### src/rtl/beacon_csa_element_scanner_core_assert.svh
// Assertion macros for the channel switch element scanner.
// Used by the top level only; expects clk_i and rst_ni in scope.
`ifndef BEACON_CSA_ELEMENT_SCANNER_CORE_ASSERT_SVH
`define BEACON_CSA_ELEMENT_SCANNER_CORE_ASSERT_SVH

// Same-cycle implication, checked out of reset
`define BCSA_ASSERT_NOW(lbl, ante, cons, msg) \
  lbl: assert property (@(posedge clk_i) disable iff (!rst_ni) (ante) |-> (cons)) \
    else $error(msg);

// Delayed implication, checked out of reset
`define BCSA_ASSERT_LATER(lbl, ante, cons, msg) \
  lbl: assert property (@(posedge clk_i) disable iff (!rst_ni) (ante) |=> ##1 (cons)) \
    else $error(msg);

`endif

### src/rtl/bcsa_pkg.sv
// Shared constants and types for the channel switch element scanner.
// No dependencies; used by every module of the block.
package bcsa_pkg;

  // Frame layout constants
  localparam logic [7:0]  CsaElementId    = 8'h25;
  localparam logic [16:0] MacHeaderBytes  = 17'd24;
  localparam logic [16:0] FixedFieldBytes = 17'd12;
  localparam logic [16:0] FcsBytes        = 17'd4;
  localparam logic [16:0] ElemHeadBytes   = 17'd2;
  localparam logic [16:0] ChanOffset      = 17'd3;
  localparam logic [7:0]  BeaconFc        = 8'h80;
  localparam logic [15:0] ClearedBytePos  = 16'd16;
  localparam logic [7:0]  ClearedByteVal  = 8'h00;
  localparam logic [15:0] RtLenLoPos      = 16'd2;
  localparam logic [15:0] RtLenHiPos      = 16'd3;
  localparam logic [15:0] FirstFcPos      = 16'd4;
  localparam logic [15:0] WalkStartPos    = 16'd36;
  localparam logic [15:0] PosMax          = 16'hFFFF;

  // Queue between front and back
  localparam int unsigned QDepth = 4;
  localparam int unsigned QAw    = $clog2(QDepth);
  localparam int unsigned QCw    = $clog2(QDepth + 1);

  // Configuration register indexes
  typedef enum logic [0:0] {
    REG_REPL_CHAN = 1'b0,
    REG_REWRITE   = 1'b1
  } cfg_reg_e;

  // Classified byte handed from front to back
  typedef struct packed {
    logic [7:0] data;
    logic       keep;
    logic       last;
    logic       capture;  // byte is the channel byte of the hit element
    logic       clear;    // byte sits at the cleared position
    logic       beacon;   // frame flags as seen after this byte
    logic       hit;
  } rec_t;

endpackage

### src/rtl/beacon_csa_element_scanner_core.sv
// Top level of the channel switch element scanner: configuration registers,
// front end, queue and back end. Depends on bcsa_pkg, the assertion header and the front, queue and back modules.
//
//   channel  handshake          payload
//   input    push / full        data_byte_i, capture_length_i, frame_end_i
//   result   empty / pop        out_byte_o .. csa_channel_o
//   config   cfg_we_i           cfg_idx_i, cfg_data_i
//
// One result per byte; a byte is taken every cycle while the queue has room.
// From push to a result on the ports a byte passes through the front end into
// the queue, then into the output register of the back end.
// full rises only when four bytes wait behind a stalled result.
// Reset clears the frame state, the queue and the registers; no sweep.
module beacon_csa_element_scanner_core (
  input  logic        clk_i,
  input  logic        rst_ni,
  input  logic        push,
  output logic        full,
  input  logic [7:0]  data_byte_i,
  input  logic [15:0] capture_length_i,
  input  logic        frame_end_i,
  output logic        empty,
  input  logic        pop,
  output logic [7:0]  out_byte_o,
  output logic        keep_byte_o,
  output logic        result_end_o,
  output logic        is_beacon_o,
  output logic        csa_found_o,
  output logic [7:0]  csa_channel_o,
  input  logic        cfg_we_i,
  input  logic [0:0]  cfg_idx_i,
  input  logic [7:0]  cfg_data_i
);

  `include "beacon_csa_element_scanner_core_assert.svh"

  logic                        accept;
  logic                        q_take;
  logic                        q_valid;
  logic                        out_valid;
  logic [bcsa_pkg::QCw-1:0]    q_count;
  bcsa_pkg::rec_t              front_rec;
  bcsa_pkg::rec_t              back_rec;
  logic [7:0]                  repl_chan_q;
  logic                        rewrite_en_q;

  assign accept = push && !full;
  assign empty  = !out_valid;

  // Configuration registers
  always_ff @(posedge clk_i or negedge rst_ni) begin
    if (!rst_ni) begin
      repl_chan_q  <= '0;
      rewrite_en_q <= 1'b0;
    end else if (cfg_we_i) begin
      case (bcsa_pkg::cfg_reg_e'(cfg_idx_i))
        bcsa_pkg::REG_REPL_CHAN: repl_chan_q  <= cfg_data_i;
        bcsa_pkg::REG_REWRITE:   rewrite_en_q <= cfg_data_i[0];
        default:                 repl_chan_q  <= repl_chan_q;
      endcase
    end
  end

  bcsa_front u_front (
    .clk_i            (clk_i),
    .rst_ni           (rst_ni),
    .accept_i         (accept),
    .data_byte_i      (data_byte_i),
    .capture_length_i (capture_length_i),
    .frame_end_i      (frame_end_i),
    .rec_o            (front_rec)
  );

  bcsa_queue u_queue (
    .clk_i     (clk_i),
    .rst_ni    (rst_ni),
    .wr_i      (accept),
    .wr_data_i (front_rec),
    .rd_i      (q_take),
    .rd_data_o (back_rec),
    .full_o    (full),
    .valid_o   (q_valid),
    .count_o   (q_count)
  );

  bcsa_back u_back (
    .clk_i         (clk_i),
    .rst_ni        (rst_ni),
    .rec_valid_i   (q_valid),
    .rec_i         (back_rec),
    .rec_take_o    (q_take),
    .repl_chan_i   (repl_chan_q),
    .rewrite_en_i  (rewrite_en_q),
    .pop_i         (pop),
    .out_valid_o   (out_valid),
    .out_byte_o    (out_byte_o),
    .keep_byte_o   (keep_byte_o),
    .result_end_o  (result_end_o),
    .is_beacon_o   (is_beacon_o),
    .csa_found_o   (csa_found_o),
    .csa_channel_o (csa_channel_o)
  );

  // A byte pushed into an idle block reaches the result ports through the queue and the output register
  `BCSA_ASSERT_LATER(a_idle_latency, accept && empty && (q_count == '0), !empty, "byte lost in idle pipe")

  // A found element implies a beacon and the last byte
  `BCSA_ASSERT_NOW(a_found_beacon, !empty && csa_found_o, is_beacon_o && result_end_o, "found without beacon end")

  // Report fields stay zero away from the last byte
  `BCSA_ASSERT_NOW(a_report_zero, !empty && !result_end_o, !is_beacon_o && !csa_found_o && (csa_channel_o == 8'd0), "report outside frame end")

endmodule

### src/rtl/bcsa_front.sv
// Front end: tracks byte position, radiotap length and the element walk,
// and classifies each accepted byte. Depends on bcsa_pkg.
module bcsa_front (
  input  logic              clk_i,
  input  logic              rst_ni,
  input  logic              accept_i,
  input  logic [7:0]        data_byte_i,
  input  logic [15:0]       capture_length_i,
  input  logic              frame_end_i,
  output bcsa_pkg::rec_t    rec_o
);

  logic [15:0] pos_q, pos_d;
  logic [15:0] rtlen_q, rtlen_d;
  logic [15:0] nxt_q, nxt_d;
  logic [15:0] hpos_q, hpos_d;
  logic        walk_q, walk_d;
  logic        hit_q, hit_d;
  logic        beacon_q, beacon_d;
  logic        in_region;
  logic        chan_byte;
  logic [16:0] first_pos;
  logic [16:0] nx_pos;

  // Parse the current byte against the frame state
  always_comb begin
    rtlen_d  = rtlen_q;
    nxt_d    = nxt_q;
    hpos_d   = hpos_q;
    walk_d   = walk_q;
    hit_d    = hit_q;
    beacon_d = beacon_q;
    first_pos = {1'b0, data_byte_i, rtlen_q[7:0]} + bcsa_pkg::MacHeaderBytes
                + bcsa_pkg::FixedFieldBytes;
    nx_pos    = {1'b0, hpos_q} + bcsa_pkg::ElemHeadBytes + {9'd0, data_byte_i};
    in_region = ({1'b0, pos_q} + bcsa_pkg::FcsBytes) < {1'b0, capture_length_i};

    // Radiotap length, little endian, then the first element position
    if (pos_q == bcsa_pkg::RtLenLoPos) begin
      rtlen_d = {8'd0, data_byte_i};
    end else if (pos_q == bcsa_pkg::RtLenHiPos) begin
      rtlen_d = {data_byte_i, rtlen_q[7:0]};
      if (first_pos[16]) begin
        walk_d = 1'b1;
      end else begin
        nxt_d = first_pos[15:0];
      end
    end

    // Frame control byte
    if (pos_q >= bcsa_pkg::FirstFcPos && pos_q == rtlen_q) begin
      beacon_d = (data_byte_i == bcsa_pkg::BeaconFc);
    end

    // Element walk: element id at the start, length one byte later
    if (pos_q >= bcsa_pkg::WalkStartPos && !walk_q && !hit_q) begin
      if (pos_q == nxt_q) begin
        if (in_region) begin
          hpos_d = pos_q;
          if (data_byte_i == bcsa_pkg::CsaElementId) begin
            hit_d = 1'b1;
          end
        end else begin
          walk_d = 1'b1;
        end
      end else if (nxt_q == hpos_q && {1'b0, pos_q} == {1'b0, hpos_q} + 17'd1) begin
        if (nx_pos[16]) begin
          walk_d = 1'b1;
        end else begin
          nxt_d = nx_pos[15:0];
        end
      end
    end

    chan_byte = hit_q && ({1'b0, pos_q} == {1'b0, hpos_q} + bcsa_pkg::ChanOffset);

    // Advance the position, saturating
    pos_d = (pos_q < bcsa_pkg::PosMax) ? pos_q + 16'd1 : pos_q;
  end

  // Classified record for the queue
  always_comb begin
    rec_o.data    = data_byte_i;
    rec_o.keep    = in_region;
    rec_o.last    = frame_end_i;
    rec_o.capture = chan_byte;
    rec_o.clear   = (pos_q == bcsa_pkg::ClearedBytePos);
    rec_o.beacon  = beacon_d;
    rec_o.hit     = hit_d;
  end

  // Frame state; cleared after the last byte of a frame
  always_ff @(posedge clk_i or negedge rst_ni) begin
    if (!rst_ni) begin
      pos_q    <= '0;
      rtlen_q  <= '0;
      nxt_q    <= '0;
      hpos_q   <= '0;
      walk_q   <= 1'b0;
      hit_q    <= 1'b0;
      beacon_q <= 1'b0;
    end else if (accept_i) begin
      if (frame_end_i) begin
        pos_q    <= '0;
        rtlen_q  <= '0;
        nxt_q    <= '0;
        hpos_q   <= '0;
        walk_q   <= 1'b0;
        hit_q    <= 1'b0;
        beacon_q <= 1'b0;
      end else begin
        pos_q    <= pos_d;
        rtlen_q  <= rtlen_d;
        nxt_q    <= nxt_d;
        hpos_q   <= hpos_d;
        walk_q   <= walk_d;
        hit_q    <= hit_d;
        beacon_q <= beacon_d;
      end
    end
  end

endmodule

### src/rtl/bcsa_queue.sv
// Short queue of classified bytes between front and back.
// Depends on bcsa_pkg for the record type and depth.
module bcsa_queue (
  input  logic           clk_i,
  input  logic           rst_ni,
  input  logic           wr_i,
  input  bcsa_pkg::rec_t wr_data_i,
  input  logic           rd_i,
  output bcsa_pkg::rec_t rd_data_o,
  output logic           full_o,
  output logic           valid_o,
  output logic [bcsa_pkg::QCw-1:0] count_o
);

  bcsa_pkg::rec_t                 mem_q [bcsa_pkg::QDepth];
  logic [bcsa_pkg::QAw-1:0]       wptr_q;
  logic [bcsa_pkg::QAw-1:0]       rptr_q;
  logic [bcsa_pkg::QCw-1:0]       cnt_q;
  logic                           do_wr;
  logic                           do_rd;

  assign full_o    = (cnt_q == bcsa_pkg::QCw'(bcsa_pkg::QDepth));
  assign valid_o   = (cnt_q != '0);
  assign count_o   = cnt_q;
  assign do_wr     = wr_i && !full_o;
  assign do_rd     = rd_i && valid_o;
  assign rd_data_o = mem_q[rptr_q];

  // Store entries
  always_ff @(posedge clk_i) begin
    if (do_wr) begin
      mem_q[wptr_q] <= wr_data_i;
    end
  end

  // Advance pointers and fill count
  always_ff @(posedge clk_i or negedge rst_ni) begin
    if (!rst_ni) begin
      wptr_q <= '0;
      rptr_q <= '0;
      cnt_q  <= '0;
    end else begin
      if (do_wr) begin
        wptr_q <= wptr_q + 1'b1;
      end
      if (do_rd) begin
        rptr_q <= rptr_q + 1'b1;
      end
      case ({do_wr, do_rd})
        2'b10:   cnt_q <= cnt_q + 1'b1;
        2'b01:   cnt_q <= cnt_q - 1'b1;
        default: cnt_q <= cnt_q;
      endcase
    end
  end

endmodule

### src/rtl/bcsa_back.sv
// Back end: applies the rewrite, keeps the found channel and builds the
// end-of-frame report in an output register. Depends on bcsa_pkg.
module bcsa_back (
  input  logic           clk_i,
  input  logic           rst_ni,
  input  logic           rec_valid_i,
  input  bcsa_pkg::rec_t rec_i,
  output logic           rec_take_o,
  input  logic [7:0]     repl_chan_i,
  input  logic           rewrite_en_i,
  input  logic           pop_i,
  output logic           out_valid_o,
  output logic [7:0]     out_byte_o,
  output logic           keep_byte_o,
  output logic           result_end_o,
  output logic           is_beacon_o,
  output logic           csa_found_o,
  output logic [7:0]     csa_channel_o
);

  logic       valid_q;
  logic [7:0] chan_q;
  logic [7:0] chan_now;
  logic [7:0] byte_d;
  logic       found_d;
  logic [7:0] byte_q;
  logic       keep_q;
  logic       end_q;
  logic       beacon_q;
  logic       found_q;
  logic [7:0] chan_out_q;

  // Take the next record whenever the output register frees up
  assign rec_take_o = rec_valid_i && (!valid_q || pop_i);

  // Rewrite and report
  always_comb begin
    chan_now = rec_i.capture ? rec_i.data : chan_q;
    byte_d   = rec_i.data;
    if (rewrite_en_i) begin
      if (rec_i.clear) begin
        byte_d = bcsa_pkg::ClearedByteVal;
      end else if (rec_i.capture) begin
        byte_d = repl_chan_i;
      end
    end
    found_d = rec_i.last && rec_i.beacon && rec_i.hit;
  end

  // Output valid and the channel kept across a frame
  always_ff @(posedge clk_i or negedge rst_ni) begin
    if (!rst_ni) begin
      valid_q <= 1'b0;
      chan_q  <= '0;
    end else begin
      if (rec_take_o) begin
        valid_q <= 1'b1;
        chan_q  <= rec_i.last ? 8'd0 : chan_now;
      end else if (pop_i) begin
        valid_q <= 1'b0;
      end
    end
  end

  // Output payload
  always_ff @(posedge clk_i) begin
    if (rec_take_o) begin
      byte_q     <= byte_d;
      keep_q     <= rec_i.keep;
      end_q      <= rec_i.last;
      beacon_q   <= rec_i.last && rec_i.beacon;
      found_q    <= found_d;
      chan_out_q <= found_d ? chan_now : 8'd0;
    end
  end

  assign out_valid_o   = valid_q;
  assign out_byte_o    = byte_q;
  assign keep_byte_o   = keep_q;
  assign result_end_o  = end_q;
  assign is_beacon_o   = beacon_q;
  assign csa_found_o   = found_q;
  assign csa_channel_o = chan_out_q;

endmodule
### config.mk
export PLATFORM = sky130hd
export DESIGN_NAME = beacon_csa_element_scanner_core
export DESIGN_NICKNAME = d
export VERILOG_FILES = /design/src/rtl/bcsa_pkg.sv /design/src/rtl/beacon_csa_element_scanner_core.sv /design/src/rtl/bcsa_front.sv /design/src/rtl/bcsa_queue.sv /design/src/rtl/bcsa_back.sv
export VERILOG_INCLUDE_DIRS = /design/src /design/src/rtl
export SDC_FILE = /design/constraint.sdc
export NUM_CORES = 1
export LEC_CHECK = 0
export BUFFER_PORTS_ARGS = -buffer_cell sky130_fd_sc_hd__buf_2
export CORE_MARGIN = 4
export CORE_UTILIZATION = 55
export DETAILED_ROUTE_END_ITERATION = 12
export PLACE_DENSITY = 0.73
export SLEW_MARGIN = 20
export SYNTH_ARGS = -nofsm -noshare
export SYNTH_HDL_FRONTEND = slang
export SYNTH_SLANG_ARGS = --single-unit
export TNS_END_PERCENT = 1
### constraint.sdc
create_clock -name clk_i -period 9.7 [get_ports clk_i]
set_clock_uncertainty 0.2 [all_clocks]
set_input_delay 0.97 -clock clk_i [delete_from_list [all_inputs] [get_ports clk_i]]
set_output_delay 0.97 -clock clk_i [all_outputs]
set_load 0.03 [all_outputs]
==> reports/metrics.cfg, run 1 <==
[timing]
hold_viol=0
final_max_slew_viol_count=0
relSlewSlack_pct=36.66
setup_viol=0
fin_worst_hold_slack_ps=287.0
rsz0062_at_grt=no
fmax_ghz=0.2293
fin_crit_ps=4362
worst_pin_slew_ps=950.2
fin_crit_sh_pct=44.96
tns_ps=0

[floorplanning]
io-pin-count=61
start_util_pct=56.56
die-area_um2=20980
coreArea_um2=18210
die_x_um=144.8
rows=49
die-height_um=144.8

[worst_setup_path]
reg2reg_to=u_front.hpos_q[4]$_DFFE_PN0P_
crit_buf_inv=0
critPathLaunchType=register
critPathTopFamily=compound AO/OA/AOI/OAI gates
crit_cells=13
path_class=register to register
reg2reg_slack_ps=5340
crit_chain=ha_1, and3_1, nand4_1, a21oi_1, ha_1, a21o_1, a21o_1, a21oi_1, o211a_1, o211ai_2, nor2_2, a22oi_1, o21ai_0
cp-endpoint=u_front.hpos_q[4]$_DFFE_PN0P_
setup.worst_path.start=u_front.pos_q[2]$_DFFE_PN0P_
worstSetupEndpointType=register
r2r-start=u_front.pos_q[2]$_DFFE_PN0P_
arrival_ps=4490
worstPathMaxFanout=19
rr_worst_depth=13
cp_slowest_cell=dfrtp_1
cpPeakStageDelay_ps=710
cp.required_ps=9830

[cells_and_area]
fillers=1498
final_cells=1268
drive_above_1_share_pct=13.09
fin_nets=1113
area_growth_pct=8.565
antenna_cells=0

[detailed_routing]
dr_wl_met2_mm=12.21
vias=7716
ant_nets=0
drt_first_pass_iters=6
post-route-drc-count=0
vias_per_cell=6.085
drtIter0Drc=635
finalWirelength_mm=24.96
wire_per_inst_um=19.69
dr_wl_met3_mm=1.884
met1_length_mm=10.39
dr.max_layer_used=met4

[place]
dp_hpwl_mm=17.46
placed_cells=1236
portBuffers=60
finalWeightedCongestion=0.9308

[pwr]
vdd_ir_drop_max_mv=0.1402
leakagePower_nw=4.687
power_density_nw_per_um2=239.0

[clock_network]
cts-buffers-inserted=17
clk_pin_slew_worst_paths_ps=70
root_buffer=clkbuf_16
cts_resized=0
h-tree-depth=4
worstSkewPairLatency_ps=430
clock_sinks=168
tritoncts=built
ctsHoldBuffers=0
clk_path_buf_depth=2
postCtsSetupRepairBufs=0

[status]
status=finished clean

[synthesis]
avgSynthCellArea_um2=10.14
async_reset_ff_share_pct=54.76
synth_edf_count=76
syn_nets=1103
synth_cell_types=69
synthCells=1016
synth_flop_cell=dfrtp_1
synth_area_um2=10300
synth_seq_cells=168
yosysSeqAreaShare_pct=44.51
ys_warn_count=0

[global_route]
grt_max_degree=61
grt-ovfl-total=0
grt_pass1_wl_mm=40.52
grt_pass1_vias=7595
antenna_found_initial=0
grtUsageTotal_pct=24.98

[run]
maxCapViolCount=0

[worst_hold_path]
hp-class=register to register

placed cells by master (no fill, tap or decap), types with 4 or more instances in the layout:
master	instances
inv_6	6
a22oi_1	16
or4_1	5
buf_2	59
nor2_1	70
o21ai_0	45
mux4_2	14
and3_1	7
a21oi_1	26
nor2b_1	9
mux2_2	10
o22ai_1	6
a21o_1	6
nor4_1	14
xnor2_1	78
inv_1	48
nand3_1	51
buf_4	6
or3_1	12
ha_1	46
o31ai_1	5
nand4_1	23
clkbuf_16	17
or2_2	4
a22o_1	9
nor3_1	21
o21a_1	5
dfrtp_1	92
nand2_1	91
xor2_1	52
mux2i_1	22
o21ai_1	4
a31oi_1	6
edfxtp_1	76
and2_1	10
metal layers:
metal  vias up  global-route usage [%]
li1       3636                       -
met1      3743                   33.38
met2       295                   41.46
met3        42                   4.699
met4         0                   7.855
met5         -                       0
layout make-up:
| cell class | instances | area, µm² | share of cell area (%) |
|---|---|---|---|
| timing repair buffer | 65 | 340.3 | 3.044 |
| tap | 229 | 286.5 | 2.563 |
| sequential | 168 | 4584 | 41.00 |
| inverter | 48 | 180.2 | 1.611 |
| clock buffer | 19 | 432.9 | 3.872 |
| multi-input combinational | 726 | 5199 | 46.50 |
| clock inverter | 13 | 157.7 | 1.410 |
synth_stat cells, drive strengths merged, types with 25 or more instances:
cell / instances / area, µm²
buf: 35 / 192.7
nand2: 91 / 341.6
clkbuf: 39 / 146.4
ha: 46 / 575.6
xor2: 52 / 455.4
a21oi: 26 / 130.1
nand4: 25 / 168.9
o21ai: 49 / 245.2
edfxtp: 76 / 2282
nand3: 52 / 265.3
inv: 48 / 180.2
xnor2: 78 / 683.2
nor2: 73 / 279.0
dfrtp: 92 / 2302
sequential cells by signal, summed over array words and instances, names as in the netlist:
signal / cells
u_back.out_valid_o: 1
u_back.csa_channel_o: 8
u_back.is_beacon_o: 1
repl_chan_q: 8
u_front.hpos_q: 16
u_back.chan_q: 8
u_front.pos_q: 16
u_back.result_end_o: 1
u_front.hit_q: 1
u_front.nxt_q: 16
u_front.beacon_q: 1
u_front.rtlen_q: 16
u_back.keep_byte_o: 1
rewrite_en_q: 1
u_front.walk_q: 1
u_queue.rptr_q: 2
u_back.out_byte_o: 8
u_queue.wptr_q: 2
u_queue.mem_q: 56
u_back.csa_found_o: 1
u_queue.count_o: 3
report_power, final:
group          total [mW]  internal, mW  switching (mW)
combinational       0.918         0.365           0.553
sequential           1.07         0.916           0.153
clock               0.685         0.388           0.298
total                2.67          1.67            1.00
how the worst min path moves through the flow:
| stage | startpoint | end | slack (ps) | cells after the start |
|---|---|---|---|---|
| 6_report | u_back.chan_q[3]$_DFFE_PN0P_ | u_back.chan_q[3]$_DFFE_PN0P_ | 290 | 2 |
| 3_3_place_gp | u_back.chan_q[5]$_DFFE_PN0P_ | u_back.chan_q[5]$_DFFE_PN0P_ | 260 | 2 |
| 5_1_grt | u_back.chan_q[3]$_DFFE_PN0P_ | u_back.chan_q[3]$_DFFE_PN0P_ | 310 | 2 |
| 2_1_floorplan | u_back.chan_q[0]$_DFFE_PN0P_ | u_back.chan_q[0]$_DFFE_PN0P_ | 250 | 2 |
| 4_1_cts | u_back.chan_q[3]$_DFFE_PN0P_ | u_back.chan_q[3]$_DFFE_PN0P_ | 290 | 2 |
| 3_5_place_dp | u_back.chan_q[3]$_DFFE_PN0P_ | u_back.chan_q[3]$_DFFE_PN0P_ | 270 | 2 |
kinds of logic (layout without fill, tap and decap cells):
| logic type | Yosys count | after routing | synth area share (%) |
|---|---|---|---|
| flops | 168 | 168 | 44.51 |
| xor+xnor | 130 | 130 | 11.06 |
| simple gates | 345 | 345 | 16.85 |
| mux | 46 | 46 | 6.293 |
| compound gates | 157 | 157 | 10.27 |
| fa+ha+maj | 48 | 48 | 5.977 |
| buf+inv | 122 | 145 | 5.042 |
metrics by stage:
stage / instance area, µm² / power (mW) / utilization [%] / setup WS (ps)
2_1_floorplan: 10300 / 1.753 / - / 5878
3_3_place_gp: 10590 / 1.970 / 58.14 / 5187
3_5_place_dp: 10590 / 1.995 / 58.15 / 5299
4_1_cts: 11180 / 2.686 / 61.39 / 5390
5_1_grt: 11180 / 2.844 / 61.40 / 4841
6_report: 11180 / 2.672 / 61.40 / 5338
worst reg2reg max path, cell delays in order, from the launching register on:
cell      delay (ps)
dfrtp_1          710
ha_1             310
and3_1           280
nand4_1          200
a21oi_1          250
ha_1             270
a21o_1           160
a21o_1           170
a21oi_1          150
o211a_1          180
o211ai_2         380
nor2_2           680
a22oi_1          140
o21ai_0          200
(Power assumes the default switching activity.)
==> run 2: changes to the inputs <==
PLACE_DENSITY = 0.76   (was 0.73)
clock period = 3.51 ns   (was 9.7 ns; I/O delays follow)
==> run 2 against run 1 <==
Net effect:
- setup slack worse by 5200 ps
- sequential power rose to 2.7 times the previous value
- power grew to 2.8 times the previous value
- routed wire length grew 8.0%
- first-iteration DRC count fell by 11%
- final area rose by 5.4%
- critical path type unchanged
- non-clock buffer count increased by 71
==> reports/metrics.cfg, run 2 (synthesized netlist as in run 1, its figures left out) <==
[floorplanning]
die_x_um=144.8
die-height_um=144.8
io-pin-count=61
coreArea_um2=18210
rows=49
die-area_um2=20980
start_util_pct=56.56

[cells_and_area]
final_cells=1339
largest_reg_flops=56
fin_util_pct=64.70
area_growth_pct=14.40
drive_above_1_share_pct=18.56
final_common_cell=nand2_1
regMostFlops=u_queue.mem_q
fin_area_um2=11780
antenna_cells=0
layout_common_cells=91 x nand2_1, 90 x dfrtp_1, 78 x xnor2_1
fin_nets=1184

[global_route]
grt_pass1_wl_mm=42.42
antenna_found_initial=0
grtUsageTotal_pct=26.39
grt_pass1_vias=7993
grt-ovfl-total=0
grt_max_degree=93

[timing]
setup_viol=0
fin_crit_ps=3400
fmax_ghz=0.2941
hold_viol=0
rsz0062_at_grt=yes
setup_ws_ps=109.7
fin_crit_sh_pct=96.87
worst_pin_slew_ps=789.6
relSlewSlack_pct=47.36
final_max_slew_viol_count=0

[worst_setup_path]
critPathTopFamily=simple AND/OR/NAND/NOR gates
cp-endpoint=u_front.nxt_q[0]$_DFFE_PN0P_
r2r-start=u_front.hpos_q[1]$_DFFE_PN0P_
crit_cells=10
worstPathMaxFanout=18
critPathLaunchType=register
arrival_ps=3510
cp.required_ps=3620
crit_buf_inv=2
cpPeakStageDelay_ps=550
cp_slowest_cell=or4_1
crit_chain=inv_1, ha_1, xor2_1, or4_1, nor4_2, nand3_1, a2111oi_4, nand3_4, buf_4, a221o_1
reg2reg_slack_ps=110
path_class=register to register
worstSetupEndpointType=register
setup.worst_path.start=u_front.hpos_q[1]$_DFFE_PN0P_
rr_worst_depth=10
reg2reg_to=u_front.nxt_q[0]$_DFFE_PN0P_

[detailed_routing]
wire_per_inst_um=20.14
vias_per_cell=6.058
vias=8112
post-route-drc-count=0
finalWirelength_mm=26.97
drt_first_pass_iters=5
drtIter0Drc=565
ant_nets=0

[place]
dp_hpwl_mm=19.05
finalWeightedCongestion=0.9675
portBuffers=60
postPlaceCellArea_um2=11050
placed_cells=1296
dpl_worst_slack_ps=-69.27

[clock_network]
worstSkewPairLatency_ps=430
clock_sinks=168
root_buffer=clkbuf_16
cts-buffers-inserted=17
h-tree-depth=4
tritoncts=built
clk_path_buf_depth=2
clk_pin_slew_worst_paths_ps=70

[worst_hold_path]
hp-class=input pin to register

[pwr]
power_density_nw_per_um2=636.4
vdd_ir_drop_max_mv=0.3694
leakagePower_nw=5.033

[status]
status=finished clean

[run]
maxCapViolCount=0

[run 2: changes by cell type in the layout (fill, tap and decap cells not counted), sizes merged]
| cell | change |
|---|---|
| buf | +62 |
| dlygate4sd3 | +9 |
| clkinvlp | +2 |
| bufinv | -1 |
| clkbuf | -1 |
| clkinv | +1 |
| inv | -1 |
[run 2: worst min-delay path by stage]
| stage | startpoint | endpoint | slack (ps) | depth (start not counted) |
|---|---|---|---|---|
| 2_1_floorplan | rst_ni | repl_chan_q[0]$_DFFE_PN0P_ | -140 | 0 |
| 3_3_place_gp | rst_ni | u_queue.count_o[1]$_DFFE_PN0P_ | 240 | 2 |
| 3_5_place_dp | rst_ni | u_queue.count_o[2]$_DFFE_PN0P_ | 240 | 2 |
| 4_1_cts | pop | u_back.out_valid_o$_DFFE_PN0P_ | 20 | 3 |
| 5_1_grt | cfg_we_i | rewrite_en_q$_DFFE_PN0P_ | 70 | 3 |
| 6_report | pop | u_back.out_valid_o$_DFFE_PN0P_ | 20 | 3 |
[run 2: through the flow]
step / hold WS, ps / total power, mW / TNS [ps]
floorplan: -144.6 / 4.845 / 0
global placement: 239.4 / 5.564 / 0
detailed placement: 244.0 / 5.641 / -173.3
CTS: 19.62 / 7.475 / 0
global route: 69.50 / 7.918 / -85.62
finish: 21.91 / 7.498 / 0
[run 2: area by class of cell]
cell class                 count  area (µm²)
fill                        1442        6427
multi-input combinational    726        5238
sequential                   168        4587
timing repair buffer         136       924.6
clock buffer                  18       429.2
tap                          229       286.5
inverter                      48       180.2
clock inverter                14       136.4
[run 2: power by group]
| part | internal (mW) | switching (mW) | total [mW] | leakage [nW] |
|---|---|---|---|---|
| registers | 2.53 | 0.317 | 2.85 | 1.93 |
| clock network | 0.993 | 0.829 | 1.82 | 0.269 |
| logic | 1.14 | 1.69 | 2.83 | 2.83 |
| total | 4.66 | 2.83 | 7.50 | 5.03 |
[run 2: worst min-delay path: stages]
cell and delay (ps):
buf_2 70, nand2b_1 110, nand3b_1 70
[run 2: timing repair]
| action | 4_1_cts | 5_1_grt |
|---|---|---|
| hold buffers | 9 | 0 |
| endpoints found under the hold margin | 101 | 0 |
| setup buffers | 0 | 2 |
| gates resized for setup | 2 | 12 |
| pin swaps | 0 | 2 |
| endpoints found under the setup margin | 19 | 35 |
[run 2: layer usage]
metal,global-route usage [%],routed length (µm),vias to the layer above
li1,-,-,3769
met1,32.60,10860,3949
met2,45.44,13390,330
met3,5.422,1829,64
met4,10.36,888,0
met5,0,0,-
